File: config.mk
export PLATFORM = sky130hd
export DESIGN_NAME = uart_transmitter_with_fifo_flat
export DESIGN_NICKNAME = d
export VERILOG_FILES = /design/src/design/uartf_pkg.sv /design/src/design/uartf_if.sv /design/src/design/uartf_fifo.sv /design/src/design/uart_transmitter_with_fifo.sv /design/src/flat_wrapper.sv
export SDC_FILE = /design/constraint.sdc
export NUM_CORES = 1
export LEC_CHECK = 0
export BUFFER_PORTS_ARGS = -buffer_cell sky130_fd_sc_hd__buf_2
export CAP_MARGIN = 20
export CORE_MARGIN = 2
export CORE_UTILIZATION = 50
export CTS_CLUSTER_DIAMETER = 120
export DETAILED_ROUTE_END_ITERATION = 10
export PLACE_DENSITY = 0.76
export SLEW_MARGIN = 10
export SYNTH_ARGS = -nofsm -noshare
export SYNTH_HDL_FRONTEND = slang
export SYNTH_SLANG_ARGS = --single-unit
export TNS_END_PERCENT = 50
File: constraint.sdc
create_clock -name clk_i -period 2.4 [get_ports clk_i]
set_input_delay 0.36 -clock clk_i [delete_from_list [all_inputs] [get_ports clk_i]]
set_output_delay 0.36 -clock clk_i [all_outputs]
set_load 0.01 [all_outputs]
File: src/design/uartf_pkg.sv
// ----------------------------------------------------------------------------
// uartf_pkg
// Shared types and constants of the 8N1 transmitter with its byte queue.
// ----------------------------------------------------------------------------
package uartf_pkg;

  // Item kinds on the input channel.
  localparam logic ModePush = 1'b0;
  localparam logic ModeTick = 1'b1;

  // Bit times that follow the start bit: eight data bits and the stop bit.
  localparam logic [3:0] FrameBitsAfterStart = 4'd9;

  // Line levels.
  localparam logic LineIdle  = 1'b1;
  localparam logic LineStart = 1'b0;

  // Occupancy flags of the byte queue.
  typedef struct packed {
    logic empty;
    logic full;
  } fifo_stat_t;

endpackage

File: src/design/uartf_if.sv
// ----------------------------------------------------------------------------
// uartf_if
// Valid/ready channels of the transmitter: input items and result items.
// ----------------------------------------------------------------------------
interface uartf_in_if;
  logic       valid;
  logic       ready;
  logic       mode;
  logic [7:0] data_byte;

  modport source (output valid, output mode, output data_byte, input ready);
  modport sink   (input valid, input mode, input data_byte, output ready);
endinterface

interface uartf_out_if;
  logic valid;
  logic ready;
  logic tx_line;
  logic push_accepted;
  logic fifo_full;
  logic busy_res;

  modport source (output valid, output tx_line, output push_accepted,
                  output fifo_full, output busy_res, input ready);
  modport sink   (input valid, input tx_line, input push_accepted,
                  input fifo_full, input busy_res, output ready);
endinterface

File: src/design/uartf_fifo.sv
// ----------------------------------------------------------------------------
// uartf_fifo
// Ring buffer of complemented bytes with one slot kept free, a single write
// port and a registered read port.
// ----------------------------------------------------------------------------
module uartf_fifo
  import uartf_pkg::*;
#(
  parameter int unsigned Depth = 16,
  localparam int unsigned IdxW = (Depth > 1) ? $clog2(Depth) : 1
) (
  input  logic       clk_i,
  input  logic       rst_ni,
  input  logic       push_i,
  input  logic [7:0] data_i,
  input  logic       pop_i,
  output logic       push_done_o,
  output logic       pop_done_o,
  output fifo_stat_t stat_next_o,
  output logic [7:0] rd_data_o
);

  logic [7:0]      mem_q [Depth];
  logic [7:0]      rd_data_q;
  logic [IdxW-1:0] wr_q, wr_d;
  logic [IdxW-1:0] rd_q, rd_d;
  fifo_stat_t      stat;

  function automatic logic [IdxW-1:0] next_slot(input logic [IdxW-1:0] idx);
    return (idx == IdxW'(Depth - 1)) ? '0 : idx + 1'b1;
  endfunction

  assign stat.empty = (wr_q == rd_q);
  assign stat.full  = (next_slot(wr_q) == rd_q);

  assign push_done_o = push_i && !stat.full;
  assign pop_done_o  = pop_i && !stat.empty;

  assign wr_d = push_done_o ? next_slot(wr_q) : wr_q;
  assign rd_d = pop_done_o ? next_slot(rd_q) : rd_q;

  assign stat_next_o.empty = (wr_d == rd_d);
  assign stat_next_o.full  = (next_slot(wr_d) == rd_d);

  always_ff @(posedge clk_i or negedge rst_ni) begin
    if (!rst_ni) begin
      wr_q <= '0;
      rd_q <= '0;
    end else begin
      wr_q <= wr_d;
      rd_q <= rd_d;
    end
  end

  // Bytes are kept complemented so that the zeros shifted in behind the
  // data turn into the stop bit.
  always_ff @(posedge clk_i) begin
    if (push_done_o) begin
      mem_q[wr_q] <= ~data_i;
    end
  end

  always_ff @(posedge clk_i) begin
    if (pop_done_o) begin
      rd_data_q <= mem_q[rd_q];
    end
  end

  assign rd_data_o = rd_data_q;

endmodule

File: src/design/uart_transmitter_with_fifo.sv
// ----------------------------------------------------------------------------
// uart_transmitter_with_fifo
// 8N1 serial transmitter fed by a ring buffer of FIFO_DEPTH-1 bytes.
// ----------------------------------------------------------------------------
// Usage: every item on in_i is either a push (mode 0), which offers data_byte
// to the queue, or a tick (mode 1), which advances the serial line by one bit
// time. A frame is a start bit, eight data bits LSB first and a stop bit.
// Each item gives exactly one result on out_o: the line level, whether the
// push entered the queue, and the full and busy flags after the item.
// The result is registered at the edge that accepts the item. Throughput is one
// item per cycle while out_o takes the results; the queue memory has one write
// and one registered read port, and the read of a frame's byte overlaps the
// start bit, so it never holds off an item.
// A result that waits on a stalled receiver is held, and in_i.ready stays
// high as long as that result is taken in the same cycle; otherwise the
// block holds off further items until out_o.ready returns.
// Reset empties the queue, ends any frame and drives the line high.
// ----------------------------------------------------------------------------
module uart_transmitter_with_fifo
  import uartf_pkg::*;
#(
  parameter int unsigned FIFO_DEPTH = 16
) (
  input  logic        clk_i,
  input  logic        rst_ni,
  uartf_in_if.sink    in_i,
  uartf_out_if.source out_o
);

  logic       accept;
  logic       is_push;
  logic       is_tick;
  logic       frame_idle;
  logic       push_done;
  logic       pop_done;
  fifo_stat_t stat_next;
  logic [7:0] rd_data;
  logic [7:0] shift_eff;

  logic [7:0] shift_q, shift_d;
  logic [3:0] bits_q, bits_d;
  logic       line_q, line_d;
  logic       load_q, load_d;
  logic       out_valid_q, out_valid_d;
  logic       tx_line_q, accepted_q, full_q, busy_q;

  assign in_i.ready = !out_valid_q || out_o.ready;
  assign accept     = in_i.valid && in_i.ready;
  assign is_push    = accept && (in_i.mode == ModePush);
  assign is_tick    = accept && (in_i.mode == ModeTick);
  assign frame_idle = (bits_q == '0);

  uartf_fifo #(
    .Depth(FIFO_DEPTH)
  ) u_fifo (
    .clk_i      (clk_i),
    .rst_ni     (rst_ni),
    .push_i     (is_push),
    .data_i     (in_i.data_byte),
    .pop_i      (is_tick && frame_idle),
    .push_done_o(push_done),
    .pop_done_o (pop_done),
    .stat_next_o(stat_next),
    .rd_data_o  (rd_data)
  );

  // Right after a frame starts, the byte sits in the read register of the
  // queue rather than in the shifter.
  assign shift_eff = load_q ? rd_data : shift_q;

  always_comb begin
    shift_d = shift_q;
    bits_d  = bits_q;
    line_d  = line_q;
    load_d  = load_q;
    if (is_tick && !frame_idle) begin
      bits_d  = bits_q - 1'b1;
      line_d  = ~shift_eff[0];
      shift_d = {1'b0, shift_eff[7:1]};
      load_d  = 1'b0;
    end else if (pop_done) begin
      bits_d = FrameBitsAfterStart;
      line_d = LineStart;
      load_d = 1'b1;
    end
  end

  assign out_valid_d = accept || (out_valid_q && !out_o.ready);

  always_ff @(posedge clk_i or negedge rst_ni) begin
    if (!rst_ni) begin
      shift_q     <= '0;
      bits_q      <= '0;
      line_q      <= LineIdle;
      load_q      <= 1'b0;
      out_valid_q <= 1'b0;
    end else begin
      shift_q     <= shift_d;
      bits_q      <= bits_d;
      line_q      <= line_d;
      load_q      <= load_d;
      out_valid_q <= out_valid_d;
    end
  end

  always_ff @(posedge clk_i) begin
    if (accept) begin
      tx_line_q  <= line_d;
      accepted_q <= push_done;
      full_q     <= stat_next.full;
      busy_q     <= (bits_d != '0) || !stat_next.empty;
    end
  end

  assign out_o.valid         = out_valid_q;
  assign out_o.tx_line       = tx_line_q;
  assign out_o.push_accepted = accepted_q;
  assign out_o.fifo_full     = full_q;
  assign out_o.busy_res      = busy_q;

endmodule

File: src/flat_wrapper.sv
// flat-port wrapper written by rule: the top's interface ports become plain ports
module uart_transmitter_with_fifo_flat import uartf_pkg::*;
#(
  parameter int unsigned FIFO_DEPTH = 16
)
  (clk_i, rst_ni, in_i_valid, in_i_mode, in_i_data_byte, in_i_ready, out_o_valid, out_o_tx_line, out_o_push_accepted, out_o_fifo_full, out_o_busy_res, out_o_ready);
  uartf_in_if in_i_i ();
  uartf_out_if out_o_i ();
  input  logic clk_i;
  input  logic rst_ni;
  input wire logic [$bits(in_i_i.valid)-1:0] in_i_valid;
  input wire logic [$bits(in_i_i.mode)-1:0] in_i_mode;
  input wire logic [$bits(in_i_i.data_byte)-1:0] in_i_data_byte;
  output wire logic [$bits(in_i_i.ready)-1:0] in_i_ready;
  output wire logic [$bits(out_o_i.valid)-1:0] out_o_valid;
  output wire logic [$bits(out_o_i.tx_line)-1:0] out_o_tx_line;
  output wire logic [$bits(out_o_i.push_accepted)-1:0] out_o_push_accepted;
  output wire logic [$bits(out_o_i.fifo_full)-1:0] out_o_fifo_full;
  output wire logic [$bits(out_o_i.busy_res)-1:0] out_o_busy_res;
  input wire logic [$bits(out_o_i.ready)-1:0] out_o_ready;
  assign in_i_i.valid = in_i_valid;
  assign in_i_i.mode = in_i_mode;
  assign in_i_i.data_byte = in_i_data_byte;
  assign in_i_ready = in_i_i.ready;
  assign out_o_valid = out_o_i.valid;
  assign out_o_tx_line = out_o_i.tx_line;
  assign out_o_push_accepted = out_o_i.push_accepted;
  assign out_o_fifo_full = out_o_i.fifo_full;
  assign out_o_busy_res = out_o_i.busy_res;
  assign out_o_i.ready = out_o_ready;
  uart_transmitter_with_fifo #(.FIFO_DEPTH(FIFO_DEPTH)) u_core (.clk_i(clk_i), .rst_ni(rst_ni), .in_i(in_i_i), .out_o(out_o_i));
endmodule
**Word level (Yosys, flattened, before mapping)**

Memories as Yosys holds them, arrays and structs flattened. A register that Yosys moved wholly into a read port is not among the register bits.
Index checks and enable logic that the tools add are counted.

- Memory bits (writable): 128
- Register bits after elaboration: 26
- Memories kept: 1
- Word-level logic and storage cells: 60
- Output and inout bits: 6

Memory list:

| memory | words | bits a word | read ports | clocked after memory_dff | write ports | RTL line | source |
|---|---|---|---|---|---|---|---|
| u_core.u_fifo.mem_q | 16 | 8 | 1 | 1 | 1 | uartf_fifo.sv:23 | `logic [7:0] mem_q [Depth];` |

- Equal/unequal tests: 7
- Reduce and logical (&&, ||, !) cells: 20
- Bitwise operators: 3
- Multiplexer cells: 14
- Add/subtract/negate cells: 4

Operator list:

| operator | number |
|---|---|
| two-way mux 4 bit | 7 |
| == test 4 bit | 4 |
| adder 4 x 1 -> 4 bit (second input constant) | 3 |
| == test 4 bit (second input constant) | 3 |
| logical AND 1 bit | 8 |
| two-way mux 8 bit | 1 |
| NOT 8 bit | 1 |
| logical NOT 1 bit | 6 |
| two-way mux 1 bit | 6 |
| logical NOT 4 bit | 1 |
| nonzero test 4 bit | 1 |
| subtractor 4 x 1 -> 4 bit (second input constant) | 1 |
| logical OR 1 bit | 3 |
| NOT 1 bit | 2 |
| nonzero test 2 bit | 1 |

**Longest topological paths before layout**

Gate-level depths: netlist (run 1).

- Depth after elaboration: 10
- Mapped depth: 10
- Gate-level depth less buffers: 10

**Modules after synthesis**

Synthesis (run 1) repeated with hierarchy kept, for this count alone.

- Cells, all modules: 370
- Area, all modules: 6807.8 um^2

By module, submodules not included:

| module | seq. area each (um^2) | instances | area an instance (um^2) | cells an instance |
|---|---|---|---|---|
| uartf_fifo | 4284.1 | 1 | 5958.2 | 293 |
| uart_transmitter_with_fifo | 471.7 | 1 | 849.6 | 77 |

**Worst setup path before layout (run 1)**

No wires, ideal clock.

- Path type: reg2reg
- Start point: register u_core.u_fifo.wr_q[0]
- End point: memory u_core.u_fifo.mem_q[15][0], enable pin
- Path slack: -179 ps
- Cell stages (with the launch flop): 7
- Setup time: 373 ps
- Period minus slack after synthesis: 2579 ps
- Arrival: 2206 ps
- Buffers on the path: 1
- Path through: dfrtp_1 -> ha_1 -> o311ai_4 -> xor2_2 -> o21a_2 -> clkbuf_1 -> nor2b_1

- Longest elaborated chain between the ends: 7
- Elaborated cells between the ends (all ways): 8
- Classes of those cells: add/sub (1); eq/ne (2); mux (3); reduce/logical (2)

Ends and longest elaborated chain:

| element | RTL line | source |
|---|---|---|
| start: declaration | uartf_fifo.sv:25 | `logic [IdxW-1:0] wr_q, wr_d;` |
| start signal: assignment | uartf_fifo.sv:50 | `wr_q <= wr_d;` |
| adder 4 x 1 -> 4 bit or == test 4 bit (tied branches) | uartf_fifo.sv:30 | `return (idx == IdxW'(Depth - 1)) ? '0 : idx + 1'b1;` |
| two-way mux 4 bit * | uartf_fifo.sv:30 |  |
| == test 4 bit * | uartf_fifo.sv:34 | `assign stat.full = (next_slot(wr_q) == rd_q);` |
| logical NOT 1 bit * | uartf_fifo.sv:36 | `assign push_done_o = push_i && !stat.full;` |
| logical AND 1 bit * | uartf_fifo.sv:36 |  |
| named net u_core.push_done | uart_transmitter_with_fifo.sv:34 | `logic push_done;` |
| two-way mux 1 bit * | uartf_fifo.sv:58 | `if (push_done_o) begin` |
| two-way mux 1 bit (not written as such) * | uartf_fifo.sv:59 | `mem_q[wr_q] <= ~data_i;` |
| end: declaration | uartf_fifo.sv:23 |  |

The timed path passes the listed nets; every way through them passes the cells marked *.

**Final worst setup path (run 1)**

- Start point: register u_core.u_fifo.wr_q[1]
- End point: register u_core.busy_q, in the netlist u_core.out_o.busy_res (data pin)

- Longest elaborated chain between the ends: 9
- Elaborated cells between the ends (all ways): 17
- Classes of those cells: add/sub (1); eq/ne (4); mux (5); reduce/logical (7)

Ends and longest elaborated chain:

| element | RTL line | source |
|---|---|---|
| adder 4 x 1 -> 4 bit or == test 4 bit (tied branches) | uartf_fifo.sv:30 |  |
| two-way mux 4 bit | uartf_fifo.sv:30 |  |
| == test 4 bit | uartf_fifo.sv:34 |  |
| logical NOT 1 bit | uartf_fifo.sv:36 |  |
| logical AND 1 bit | uartf_fifo.sv:36 |  |
| two-way mux 4 bit * | uartf_fifo.sv:39 | `assign wr_d = push_done_o ? next_slot(wr_q) : wr_q;` |
| named net u_core.u_fifo.wr_d[1] | uartf_fifo.sv:25 |  |
| == test 4 bit * | uartf_fifo.sv:42 | `assign stat_next_o.empty = (wr_d == rd_d);` |
| logical NOT 1 bit * | uart_transmitter_with_fifo.sv:111 | `busy_q <= (bits_d != '0) \|\| !stat_next.empty;` |
| logical OR 1 bit * | uart_transmitter_with_fifo.sv:111 |  |
| end signal: assignment | uart_transmitter_with_fifo.sv:111 |  |
| end: declaration | uart_transmitter_with_fifo.sv:45 | `logic tx_line_q, accepted_q, full_q, busy_q;` |

Marked as above.
A chain may end at the register's enable or synchronous reset.

==> reports/summary.json, run 1 <==
{
  "cts.path.max_buffers": {"value": 2},
  "ys_warn_count": {"value": 0},
  "num-nets-final": {"value": 458},
  "most_frequent_cells_in_the_layout": {"value": "140 x edfxtp_1, 40 x mux4_2, 32 x buf_4"},
  "worst_slew_pin_slew": {"value": 532.2, "unit": "ps"},
  "detail_route.first_pass.iterations": {"value": 4},
  "criticalPathCategory": {"value": "reg2reg"},
  "rrSetupSlack": {"value": -200, "unit": "ps"},
  "shortest_clock_period_the_worst_path_allows_after_layout": {"value": 2599, "unit": "ps"},
  "slowest_delay": {"value": 440, "unit": "ps"},
  "status": {"value": "complete, but fails checks"},
  "worst_r2r_startpoint": {"value": "u_core.u_fifo.wr_q[1]$_DFF_PN0_"},
  "final_design_area_no_fill": {"value": 8376, "unit": "um^2"},
  "critPathLaunchType": {"value": "register"},
  "gpl.final_weighted_congestion": {"value": 0.7263},
  "chipWidth": {"value": 120.6, "unit": "um"},
  "ys_seq_elements": {"value": 162},
  "placed_cells": {"value": 588},
  "hold_path.class": {"value": "in2reg"},
  "n_antenna_cell": {"value": 0},
  "drt_iter0_drcs": {"value": 224},
  "vias": {"value": 3479},
  "final_max_slew_viol_count": {"value": 0},
  "async_reset_ff_frac": {"value": 0.1358},
  "max_rail_drop_vdd": {"value": 0.6589, "unit": "mV"},
  "wire_per_inst": {"value": 20.47, "unit": "um"},
  "cts.sinks": {"value": 162},
  "cts.root.buffer_cell": {"value": "clkbuf_16"},
  "finalSetupViolations": {"value": 44},
  "power-per-cell-area": {"value": 1108, "unit": "nW/um^2"},
  "initial_core_utilization": {"value": 0.5135},
  "nFillCells": {"value": 893},
  "tritoncts": {"value": "done"},
  "totalNegativeSetupSlack": {"value": -677.2, "unit": "ps"},
  "ioPinCount": {"value": 19},
  "total_power_of_the_final_layout": {"value": 9280, "unit": "uW"},
  "final_core_util": {"value": 0.6325},
  "ff2ff_path_depth": {"value": 9},
  "violated_checks": {"value": "setup timing"},
  "place_hpwl": {"value": 8.866, "unit": "mm"},
  "arrival": {"value": 2760, "unit": "ps"},
  "insertion_delay": {"value": 420, "unit": "ps"},
  "drt_drc_violations_left": {"value": 0},
  "crit_path_max_fanout": {"value": 4},
  "finalHoldViolCount": {"value": 0},
  "postSynth.topFlopCell": {"value": "edfxtp_1"},
  "syn-instance-count": {"value": 362},
  "areaGrowthSynthToFinish": {"value": 23.16, "unit": "%"},
  "wirelength_routed": {"value": 12.85, "unit": "mm"},
  "syn_nets": {"value": 381},
  "synthesized_area_divided_by_synthesized_cell_count": {"value": 18.79, "unit": "um^2"},
  "placeableCoreArea": {"value": 13240, "unit": "um^2"},
  "post_drt_via_cell_ratio": {"value": 5.540},
  "final_antenna_net_count": {"value": 0},
  "layoutNonFillerInstCount": {"value": 628},
  "fp.dieH": {"value": 120.6, "unit": "um"},
  "first_global_vias": {"value": 3646},
  "setup.worst_path.end": {"value": "u_core.out_o.busy_res$_DFFE_PN_"},
  "row_count": {"value": 42},
  "setup_ws": {"value": -199.4, "unit": "ps"},
  "postPlaceCellArea": {"value": 7642, "unit": "um^2"},
  "number_of_antenna_violations_at_the_first_check_in_global_routing": {"value": 0},
  "slowest_stage": {"value": "dfrtp_2"},
  "yosysUniqueCellTypes": {"value": 54},
  "max_freq": {"value": 0.3847, "unit": "GHz"},
  "endpoint_kind": {"value": "register"},
  "grt_util_all_layers": {"value": 0.1941},
  "design.die.area": {"value": 14550, "unit": "um^2"},
  "clock_buffer_count_from_cts": {"value": 17},
  "yosysSeqAreaShare": {"value": 0.6994},
  "critical_path_required": {"value": 2560, "unit": "ps"},
  "fin_skew": {"value": 8.859, "unit": "ps"},
  "global_route_wire_length_before_repair": {"value": 20.52, "unit": "mm"},
  "startpoint": {"value": "u_core.u_fifo.wr_q[1]$_DFF_PN0_"},
  "globalRoute.totalOverflow": {"value": 0},
  "synth_enable_flop_cells": {"value": 140},
  "power.static_leakage": {"value": 0.002934, "unit": "uW"},
  "final_layout_size_suffix_gt1_frac": {"value": 0.4093},
  "crit-reg2reg-capture": {"value": "u_core.out_o.busy_res$_DFFE_PN_"},
  "cts-htree-levels": {"value": 4},
  "grt_setup_unrepaired": {"value": "true"},
  "post_synth_instance_area": {"value": 6800, "unit": "um^2"},
  "clkSlewWorstSetupHoldPaths": {"value": 60, "unit": "ps"},
  "buffer_ports.inserted": {"value": 18},
  "maxCapViolCount": {"value": 0},
  "final_min_period_over_clock_period": {"value": 1.083},
  "path_cells": {"value": "buf_6 > and2_4 > o311ai_4 > xor2_2 > o21a_4 > mux2_4 > xnor2_4 > nand3b_1 > nand4b_1"},
  "mostFrequentLayoutCell": {"value": "edfxtp_1"},
  "max_slew_margin": {"value": 0.6452},
  "grt_start_max_net_pins": {"value": 32}
}
[metrics by stage]
stage | setup slack, ps | hold slack (ps)
2_1_floorplan | -60.58 | 64.41
3_3_place_gp | -137.3 | 357.7
3_5_place_dp | -251.3 | 366.9
4_1_cts | -148.4 | 173.8
5_1_grt | -256.1 | 189.4
6_report | -199.4 | 191.6
[sequential cells by signal, summed over array words and instances (netlist names)]
name	count
u_core.bits_q	4
u_core.line_q	1
u_core.load_q	1
u_core.out_o.busy_res	1
u_core.out_o.fifo_full	1
u_core.out_o.push_accepted	1
u_core.out_o.tx_line	1
u_core.out_o.valid	1
u_core.shift_q	7
u_core.u_fifo.mem_q	128
u_core.u_fifo.rd_data_o	8
u_core.u_fifo.rd_q	4
u_core.u_fifo.wr_q	4
[cells in the mapped netlist, types with 2 or more instances]
master | count | area [um^2]
inv_1 | 14 | 52.55
mux2i_1 | 7 | 70.07
clkbuf_1 | 6 | 22.52
o22ai_1 | 2 | 12.51
and2_1 | 5 | 31.28
buf_1 | 4 | 15.01
mux4_2 | 40 | 900.9
edfxtp_1 | 140 | 4204
nand3b_1 | 2 | 15.01
xor2_1 | 4 | 35.03
nand3_1 | 2 | 10.01
nand2b_1 | 4 | 25.02
a21oi_1 | 2 | 10.01
mux2_2 | 3 | 33.78
mux2_4 | 2 | 30.03
o41ai_1 | 2 | 17.52
nor2b_1 | 2 | 12.51
xnor2_1 | 5 | 43.79
xnor2_2 | 2 | 32.53
nand4b_1 | 2 | 17.52
nand2_1 | 18 | 67.56
ha_1 | 6 | 75.07
a31oi_1 | 3 | 18.77
xor2_2 | 2 | 32.53
buf_2 | 3 | 15.01
and3_1 | 17 | 106.4
dfrtp_1 | 21 | 525.5
o21ai_0 | 12 | 60.06
nor2_1 | 5 | 18.77
[layer usage]
metal | vias up | share of wire | GRT usage
met1 | 1798 | 0.40 | 0.2360
met4 | 0 | 0.015 | 0.05814
met2 | 73 | 0.55 | 0.3404
met3 | 16 | 0.034 | 0.05236
met5 | - | 0 | 0
li1 | 1592 | - | -
[where the power goes]
part	switching, uW	leakage (uW)	internal [uW]
combinational	1530	0.00115	1730
clock	1070	0.000251	1330
sequential	254	0.00153	3360
total	2860	0.00293	6420
[kinds of logic (layout without fill, tap and decap cells)]
logic type	Yosys count	in the layout	synth area share
flip-flops	162	162	0.6994
AND/OR/NAND/NOR	67	67	0.05906
multiplexers	52	52	0.1522
AO/OA/AOI/OAI	31	31	0.03515
buffers and inverters	30	120	0.01877
XOR/XNOR	14	14	0.02447
adder cells (fa/ha/maj)	6	6	0.01104
[critical path, delay by kind of cell, from the launching register on]
family | cells | cell delay [ps]
xor+xnor | 2 | 440
compound gates | 2 | 550
mux | 1 | 340
flops | 1 | 440
simple gates | 3 | 410
buf+inv | 1 | 140
[how the worst min path moves through the flow]
stage / cells past startpoint / from / slack (ps) / end
after global routing: 3 / in_i_valid / 190 / u_core.out_o.valid$_DFF_PN0_
after detailed placement: 1 / rst_ni / 370 / u_core.out_o.valid$_DFF_PN0_
after floorplan: 0 / rst_ni / 60 / u_core.bits_q[0]$_DFF_PN0_
final: 3 / in_i_valid / 190 / u_core.out_o.valid$_DFF_PN0_
after CTS: 3 / in_i_valid / 170 / u_core.out_o.valid$_DFF_PN0_
after global placement: 1 / rst_ni / 360 / u_core.out_o.valid$_DFF_PN0_
[what timing repair did]
action	CTS	global route
pin swaps	8	3
resized for setup	16	10
endpoints found under the setup margin	127	130
setup buffers	8	1
hold buffers	1	0
endpoints found under the hold margin	21	0
[cell type report]
type                       count  area, um^2  area share
timing repair buffer          73       737.0     0.08799
sequential                   162        4761      0.5684
clock inverter                14       106.4     0.01270
tap                          176       220.2     0.02629
multi-input combinational    170        2066      0.2466
clock buffer                  18       429.2     0.05124
inverter                      15       56.30    0.006722
Power figures use the tool's default switching activity.
==> run 2: changes to the inputs <==
Settings changed: CTS_BUF_LIST from default to sky130_fd_sc_hd__clkbuf_4 sky130_fd_sc_hd__clkbuf_8.
==> run 2 against run 1 <==
Critical path depth did not move. Combinational power rose by 1%. Sequential share of layout area rose by 0.96 points. The flow still finishes with violations (setup timing). Largest cell class unchanged.
==> reports/summary.json, run 2 (synthesized netlist as in run 1, its figures left out) <==
{
  "wirelength_routed": {"value": 12.66, "unit": "mm"},
  "endpoint_kind": {"value": "register"},
  "worst_r2r_startpoint": {"value": "u_core.u_fifo.wr_q[0]$_DFF_PN0_"},
  "layoutNonFillerInstCount": {"value": 630},
  "design.die.area": {"value": 14550, "unit": "um^2"},
  "clock_buffer_count_from_cts": {"value": 17},
  "areaGrowthSynthToFinish": {"value": 21.16, "unit": "%"},
  "final_antenna_net_count": {"value": 0},
  "placeableCoreArea": {"value": 13240, "unit": "um^2"},
  "power-per-cell-area": {"value": 1047, "unit": "nW/um^2"},
  "n_antenna_cell": {"value": 0},
  "critPathLaunchType": {"value": "register"},
  "final_max_slew_viol_count": {"value": 0},
  "final_min_period_over_clock_period": {"value": 1.095},
  "hold_path.class": {"value": "in2reg"},
  "final_layout_size_suffix_gt1_frac": {"value": 0.4273},
  "vias": {"value": 3473},
  "finalHoldViolCount": {"value": 0},
  "num-nets-final": {"value": 460},
  "critical_path_required": {"value": 2580, "unit": "ps"},
  "crit-reg2reg-capture": {"value": "u_core.out_o.busy_res$_DFFE_PN_"},
  "rrSetupSlack": {"value": -230, "unit": "ps"},
  "max_slew_margin": {"value": 0.6485},
  "power.static_leakage": {"value": 0.002848, "unit": "uW"},
  "totalNegativeSetupSlack": {"value": -446.7, "unit": "ps"},
  "maxCapViolCount": {"value": 0},
  "crit_path_max_fanout": {"value": 4},
  "grt_start_max_net_pins": {"value": 32},
  "max_rail_drop_vdd": {"value": 0.4699, "unit": "mV"},
  "area_of_the_multi_input_gates": {"value": 2092, "unit": "um^2"},
  "worst_slew_pin_slew": {"value": 527.2, "unit": "ps"},
  "fin_skew": {"value": 9.352, "unit": "ps"},
  "cts.sinks": {"value": 162},
  "place_hpwl": {"value": 8.866, "unit": "mm"},
  "power.switching": {"value": 2766, "unit": "uW"},
  "insertion_delay": {"value": 440, "unit": "ps"},
  "power.switching_fraction": {"value": 0.3205},
  "chipWidth": {"value": 120.6, "unit": "um"},
  "initial_core_utilization": {"value": 0.5135},
  "arrival": {"value": 2810, "unit": "ps"},
  "cts.path.max_buffers": {"value": 2},
  "globalRoute.totalOverflow": {"value": 0},
  "fp.dieH": {"value": 120.6, "unit": "um"},
  "p_clk_frac": {"value": 0.198},
  "cts-htree-levels": {"value": 4},
  "cts.root.buffer_cell": {"value": "clkbuf_8"},
  "most_frequent_cells_in_the_layout": {"value": "140 x edfxtp_1, 40 x mux4_2, 34 x buf_4"},
  "power_frac_seq": {"value": 0.418},
  "setup_ws": {"value": -228.3, "unit": "ps"},
  "nFillCells": {"value": 919},
  "grt_setup_unrepaired": {"value": "true"},
  "drt_iter0_drcs": {"value": 200},
  "ioPinCount": {"value": 19},
  "finalSetupViolations": {"value": 2},
  "buffer_ports.inserted": {"value": 18},
  "post_drt_via_cell_ratio": {"value": 5.513},
  "portion_of_total_power_attributed_to_combinational_logic": {"value": 0.384},
  "grt_util_all_layers": {"value": 0.1892},
  "gpl.final_weighted_congestion": {"value": 0.7263},
  "detail_route.first_pass.iterations": {"value": 4},
  "number_of_antenna_violations_at_the_first_check_in_global_routing": {"value": 0},
  "hold-path-cell-count": {"value": 3},
  "max_reg_flops": {"value": 128},
  "wire_per_inst": {"value": 20.09, "unit": "um"},
  "hold-worst-slack": {"value": 172.1, "unit": "ps"},
  "shortest_clock_period_the_worst_path_allows_after_layout": {"value": 2628, "unit": "ps"},
  "hold_path.startpoint": {"value": "in_i_valid"},
  "global_route_wire_length_before_repair": {"value": 20.11, "unit": "mm"},
  "max_flop_register": {"value": "u_core.u_fifo.mem_q"},
  "ff2ff_path_depth": {"value": 9},
  "criticalPathCategory": {"value": "reg2reg"},
  "end_point_of_the_most_critical_hold_path": {"value": "u_core.out_o.valid$_DFF_PN0_"},
  "drt_drc_violations_left": {"value": 0},
  "tritoncts": {"value": "done"},
  "first_global_vias": {"value": 3639},
  "max_freq": {"value": 0.3805, "unit": "GHz"},
  "placed_cells": {"value": 588},
  "cell_internal_power": {"value": 5864, "unit": "uW"},
  "clkSlewWorstSetupHoldPaths": {"value": 80, "unit": "ps"},
  "status": {"value": "complete, but fails checks"},
  "violated_checks": {"value": "setup timing"},
  "mostFrequentLayoutCell": {"value": "edfxtp_1"},
  "sequential_cell_area": {"value": 4762, "unit": "um^2"},
  "row_count": {"value": 42}
}
==> run 2: per-stage QoR <==
stage | util | power [uW] | setup slack (ps) | instance area (um^2)
floorplan | - | 5614 | -60.58 | 6839
finish | 0.6222 | 8629 | -228.3 | 8239
global placement | 0.5771 | 6397 | -137.3 | 7642
detailed placement | 0.5771 | 6554 | -251.3 | 7642
global route | 0.6222 | 9053 | -310.4 | 8239
CTS | 0.6148 | 8552 | -153.3 | 8142
==> run 2: critical path, stage by stage (launching register included) <==
cell and delay (ps):
dfrtp_2 450, buf_6 140, and2_4 170, o311ai_4 350
xor2_2 300, o21a_4 210, mux2_4 340, xnor2_4 170
nand3b_1 90, nand4b_1 160
==> run 2: worst max-delay path by stage <==
| stage | startpoint | to | slack, ps | cells past startpoint |
|---|---|---|---|---|
| 6_report | u_core.u_fifo.wr_q[0]$_DFF_PN0_ | u_core.out_o.busy_res$_DFFE_PN_ | -230 | 9 |
| 3_3_place_gp | u_core.u_fifo.wr_q[1]$_DFF_PN0_ | u_core.out_o.busy_res$_DFFE_PN_ | -140 | 10 |
| 5_1_grt | u_core.u_fifo.wr_q[0]$_DFF_PN0_ | u_core.out_o.busy_res$_DFFE_PN_ | -310 | 9 |
| 4_1_cts | u_core.u_fifo.wr_q[1]$_DFF_PN0_ | u_core.out_o.busy_res$_DFFE_PN_ | -150 | 9 |
| 3_5_place_dp | u_core.u_fifo.wr_q[1]$_DFF_PN0_ | u_core.out_o.busy_res$_DFFE_PN_ | -250 | 10 |
| 2_1_floorplan | u_core.u_fifo.wr_q[0]$_DFF_PN0_ | u_core.out_o.busy_res$_DFFE_PN_ | -60 | 10 |
==> run 2: layer usage <==
metal / share of wire / track usage / wire length [um] / vias up
li1: - / - / - / 1595
met5: 0 / 0 / 0 / -
met3: 0.036 / 0.04623 / 456 / 25
met4: 0.018 / 0.06468 / 222 / 0
met1: 0.41 / 0.2337 / 5145 / 1777
met2: 0.54 / 0.3277 / 6834 / 76
==> run 2: area by class of cell <==
cell class,instances,share of cell area
multi-input cells,170,0.2539
clock inverters,14,0.01291
repair buffers,75,0.09233
flip-flops and latches,162,0.5780
well taps,176,0.02673
clock buffers,18,0.02931
inverters,15,0.006834
==> run 2: timing repair <==
item,in CTS,in global routing
gates resized for setup,16,18
endpoints found under the hold margin,21,0
endpoints found under the setup margin,127,130
hold buffers,1,0
setup buffers,8,2
pin swaps,8,7
==> run 2: power by group through the flow <==
stage	logic, uW	registers [uW]	clock network, uW
2_1_floorplan	2080	3530	0
3_3_place_gp	2770	3630	0
3_5_place_dp	2910	3650	0
4_1_cts	3200	3590	1760
5_1_grt	3540	3640	1870
6_report	3310	3600	1710
==> run 3: changes to the inputs <==
Settings changed: REMOVE_ABC_BUFFERS from default to 1.
==> run 3 against run 2 <==
The flow still finishes with violations (setup timing). Clock power is 12% higher. Via count increased by 0.49%. Clock skew grew 3.1 ps. Sequential share of layout area up 1.9 points. Global-route usage is essentially flat. Combinational power down 3%. Setup slack gained 72 ps. Critical endpoint unchanged. Flip-flop and latch count unchanged. Die area stayed put. Critical path depth unchanged. Sequential power barely moved. Register-to-register slack better by 70 ps.
==> reports/summary.json, run 3 (synthesized netlist as in run 1, its figures left out) <==
{
  "global_route_wire_length_before_repair": {"value": 19.96, "unit": "mm"},
  "n_antenna_cell": {"value": 0},
  "buffer_ports.inserted": {"value": 18},
  "fp.dieH": {"value": 120.6, "unit": "um"},
  "power.static_leakage": {"value": 0.002773, "unit": "uW"},
  "initial_core_utilization": {"value": 0.5135},
  "endpoint_kind": {"value": "register"},
  "cpLargestDelayFamily": {"value": "compound AO/OA/AOI/OAI gates"},
  "gpl.final_weighted_congestion": {"value": 0.7930},
  "power.switching": {"value": 2886, "unit": "uW"},
  "grt_start_max_net_pins": {"value": 34},
  "grt_setup_unrepaired": {"value": "true"},
  "max_rail_drop_vdd": {"value": 0.6814, "unit": "mV"},
  "drt_drc_violations_left": {"value": 0},
  "cts.sinks": {"value": 162},
  "placeableCoreArea": {"value": 13240, "unit": "um^2"},
  "design.die.area": {"value": 14550, "unit": "um^2"},
  "area_of_the_multi_input_gates": {"value": 2076, "unit": "um^2"},
  "clkSlewWorstSetupHoldPaths": {"value": 100, "unit": "ps"},
  "detail_route.first_pass.iterations": {"value": 5},
  "number_of_antenna_violations_at_the_first_check_in_global_routing": {"value": 0},
  "hold_path.class": {"value": "in2reg"},
  "p_clk_frac": {"value": 0.220},
  "cts-htree-levels": {"value": 4},
  "tritoncts": {"value": "done"},
  "slowest_stage": {"value": "dfrtp_2"},
  "final_antenna_net_count": {"value": 0},
  "wirelength_routed": {"value": 12.45, "unit": "mm"},
  "wire_per_inst": {"value": 20.18, "unit": "um"},
  "clock_buffer_count_from_cts": {"value": 17},
  "setup_ws": {"value": -156.4, "unit": "ps"},
  "maxCapViolCount": {"value": 0},
  "areaGrowthSynthToFinish": {"value": 17.31, "unit": "%"},
  "shortest_clock_period_the_worst_path_allows_after_layout": {"value": 2556, "unit": "ps"},
  "most_frequent_cells_in_the_layout": {"value": "140 x edfxtp_1, 40 x mux4_2, 38 x buf_4"},
  "layoutNonFillerInstCount": {"value": 617},
  "insertion_delay": {"value": 470, "unit": "ps"},
  "finalHoldViolCount": {"value": 0},
  "finalSetupViolations": {"value": 2},
  "arrival": {"value": 2780, "unit": "ps"},
  "drt_iter0_drcs": {"value": 349},
  "hold-path-cell-count": {"value": 3},
  "vias": {"value": 3490},
  "globalRoute.totalOverflow": {"value": 0},
  "worst_slew_pin_slew": {"value": 530.2, "unit": "ps"},
  "violated_checks": {"value": "setup timing"},
  "crit_path_max_fanout": {"value": 4},
  "ff2ff_path_depth": {"value": 9},
  "final_min_period_over_clock_period": {"value": 1.065},
  "slowest_delay": {"value": 460, "unit": "ps"},
  "cts.root.buffer_cell": {"value": "clkbuf_8"},
  "row_count": {"value": 42},
  "max_flop_register": {"value": "u_core.u_fifo.mem_q"},
  "final_layout_size_suffix_gt1_frac": {"value": 0.4104},
  "cell_internal_power": {"value": 5859, "unit": "uW"},
  "status": {"value": "complete, but fails checks"},
  "power.switching_fraction": {"value": 0.3300},
  "max_slew_margin": {"value": 0.6465},
  "mostFrequentLayoutCell": {"value": "edfxtp_1"},
  "grt_util_all_layers": {"value": 0.1890},
  "power-per-cell-area": {"value": 1096, "unit": "nW/um^2"},
  "first_global_vias": {"value": 3663},
  "path_cells": {"value": "buf_6 > and2_4 > o311ai_4 > xor2_2 > o21a_4 > mux2_4 > xnor2_4 > nand3b_1 > nand4b_1"},
  "post_drt_via_cell_ratio": {"value": 5.656},
  "cts.path.max_buffers": {"value": 2},
  "worst-path-buf-inv": {"value": 1},
  "max_reg_flops": {"value": 128},
  "cp.depth": {"value": 9},
  "hold-worst-slack": {"value": 142.5, "unit": "ps"},
  "fin_skew": {"value": 12.43, "unit": "ps"},
  "critical_path_required": {"value": 2630, "unit": "ps"},
  "portion_of_total_power_attributed_to_combinational_logic": {"value": 0.368},
  "power_frac_seq": {"value": 0.413},
  "num-nets-final": {"value": 447},
  "place_hpwl": {"value": 8.349, "unit": "mm"},
  "ioPinCount": {"value": 19},
  "chipWidth": {"value": 120.6, "unit": "um"},
  "final_max_slew_viol_count": {"value": 0},
  "criticalPathCategory": {"value": "reg2reg"},
  "max_freq": {"value": 0.3912, "unit": "GHz"},
  "sequential_cell_area": {"value": 4762, "unit": "um^2"},
  "placed_cells": {"value": 576},
  "nFillCells": {"value": 936},
  "critPathLaunchType": {"value": "register"}
}
[run 3: cell count changes in the layout (fill, tap and decap cells not counted), sizes merged]
cell / previous run / this run
buf: 74 / 61
inv: 20 / 24
clkinvlp: 4 / 1
clkbuf: 18 / 17
[run 3: final timing paths]
path                                                         to  slack (ps)                            start
min in group asynchronous            u_core.bits_q[0]$_DFF_PN0_         390                           rst_ni
max in group asynchronous       u_core.u_fifo.wr_q[2]$_DFF_PN0_        1610                           rst_ni
worst max register to register  u_core.out_o.busy_res$_DFFE_PN_        -160  u_core.u_fifo.wr_q[1]$_DFF_PN0_
worst min-delay path               u_core.out_o.valid$_DFF_PN0_         140                       in_i_valid
worst min register to register    u_core.shift_q[6]$_DFFE_PN0P_         490    u_core.shift_q[6]$_DFFE_PN0P_
worst max-delay path            u_core.out_o.busy_res$_DFFE_PN_        -160  u_core.u_fifo.wr_q[1]$_DFF_PN0_
[run 3: metrics by stage]
stage / cell area, um^2 / setup TNS (ps) / worst slack, ps / power, uW / util
floorplan: 6729 / -71790 / -1007 / 5492 / -
global placement: 7341 / -4655 / -130.0 / 6343 / 0.5543
detailed placement: 7341 / -17870 / -268.0 / 6461 / 0.5543
CTS: 7919 / -184.2 / -109.5 / 8699 / 0.5980
global route: 7978 / -2061 / -262.4 / 9164 / 0.6024
finish: 7978 / -291.1 / -156.4 / 8746 / 0.6024
[run 3: routing by layer]
metal  GRT usage  routed length (um)  vias to the layer above
met5           0                   0                        -
li1            -                   -                     1565
met1      0.2571                5421                     1818
met4     0.06613                 210                        0
met3     0.04245                 451                       16
met2      0.3040                6368                       91
[run 3: tightest hold or removal path, delay by kind of cell]
kind	cells	cell delay, ps
and+or+nand+nor	1	50
buffers and inverters	2	160
[run 3: power by group through the flow]
stage	registers [uW]	logic [uW]	clock network, uW
after floorplan	3790	1700	0
after global placement	3610	2730	0
after detailed placement	3630	2830	0
after CTS	3600	3140	1960
after global routing	3640	3460	2060
final	3610	3210	1920
[run 3: cell type report]
class	count	share of cell area
multi-input cells	170	0.2602
clock buffers	17	0.02933
clock inverters	15	0.02023
well taps	176	0.02760
repair buffers	62	0.05866
inverters	15	0.007058
flip-flops and latches	162	0.5969
[run 3: repair_timing]
action                                  CTS  global route
pin swaps                                 9             2
hold buffers                              1             0
gates resized for setup                  33            15
endpoints found under the setup margin  122           130
setup buffers                             7             1
endpoints found under the hold margin    21             0
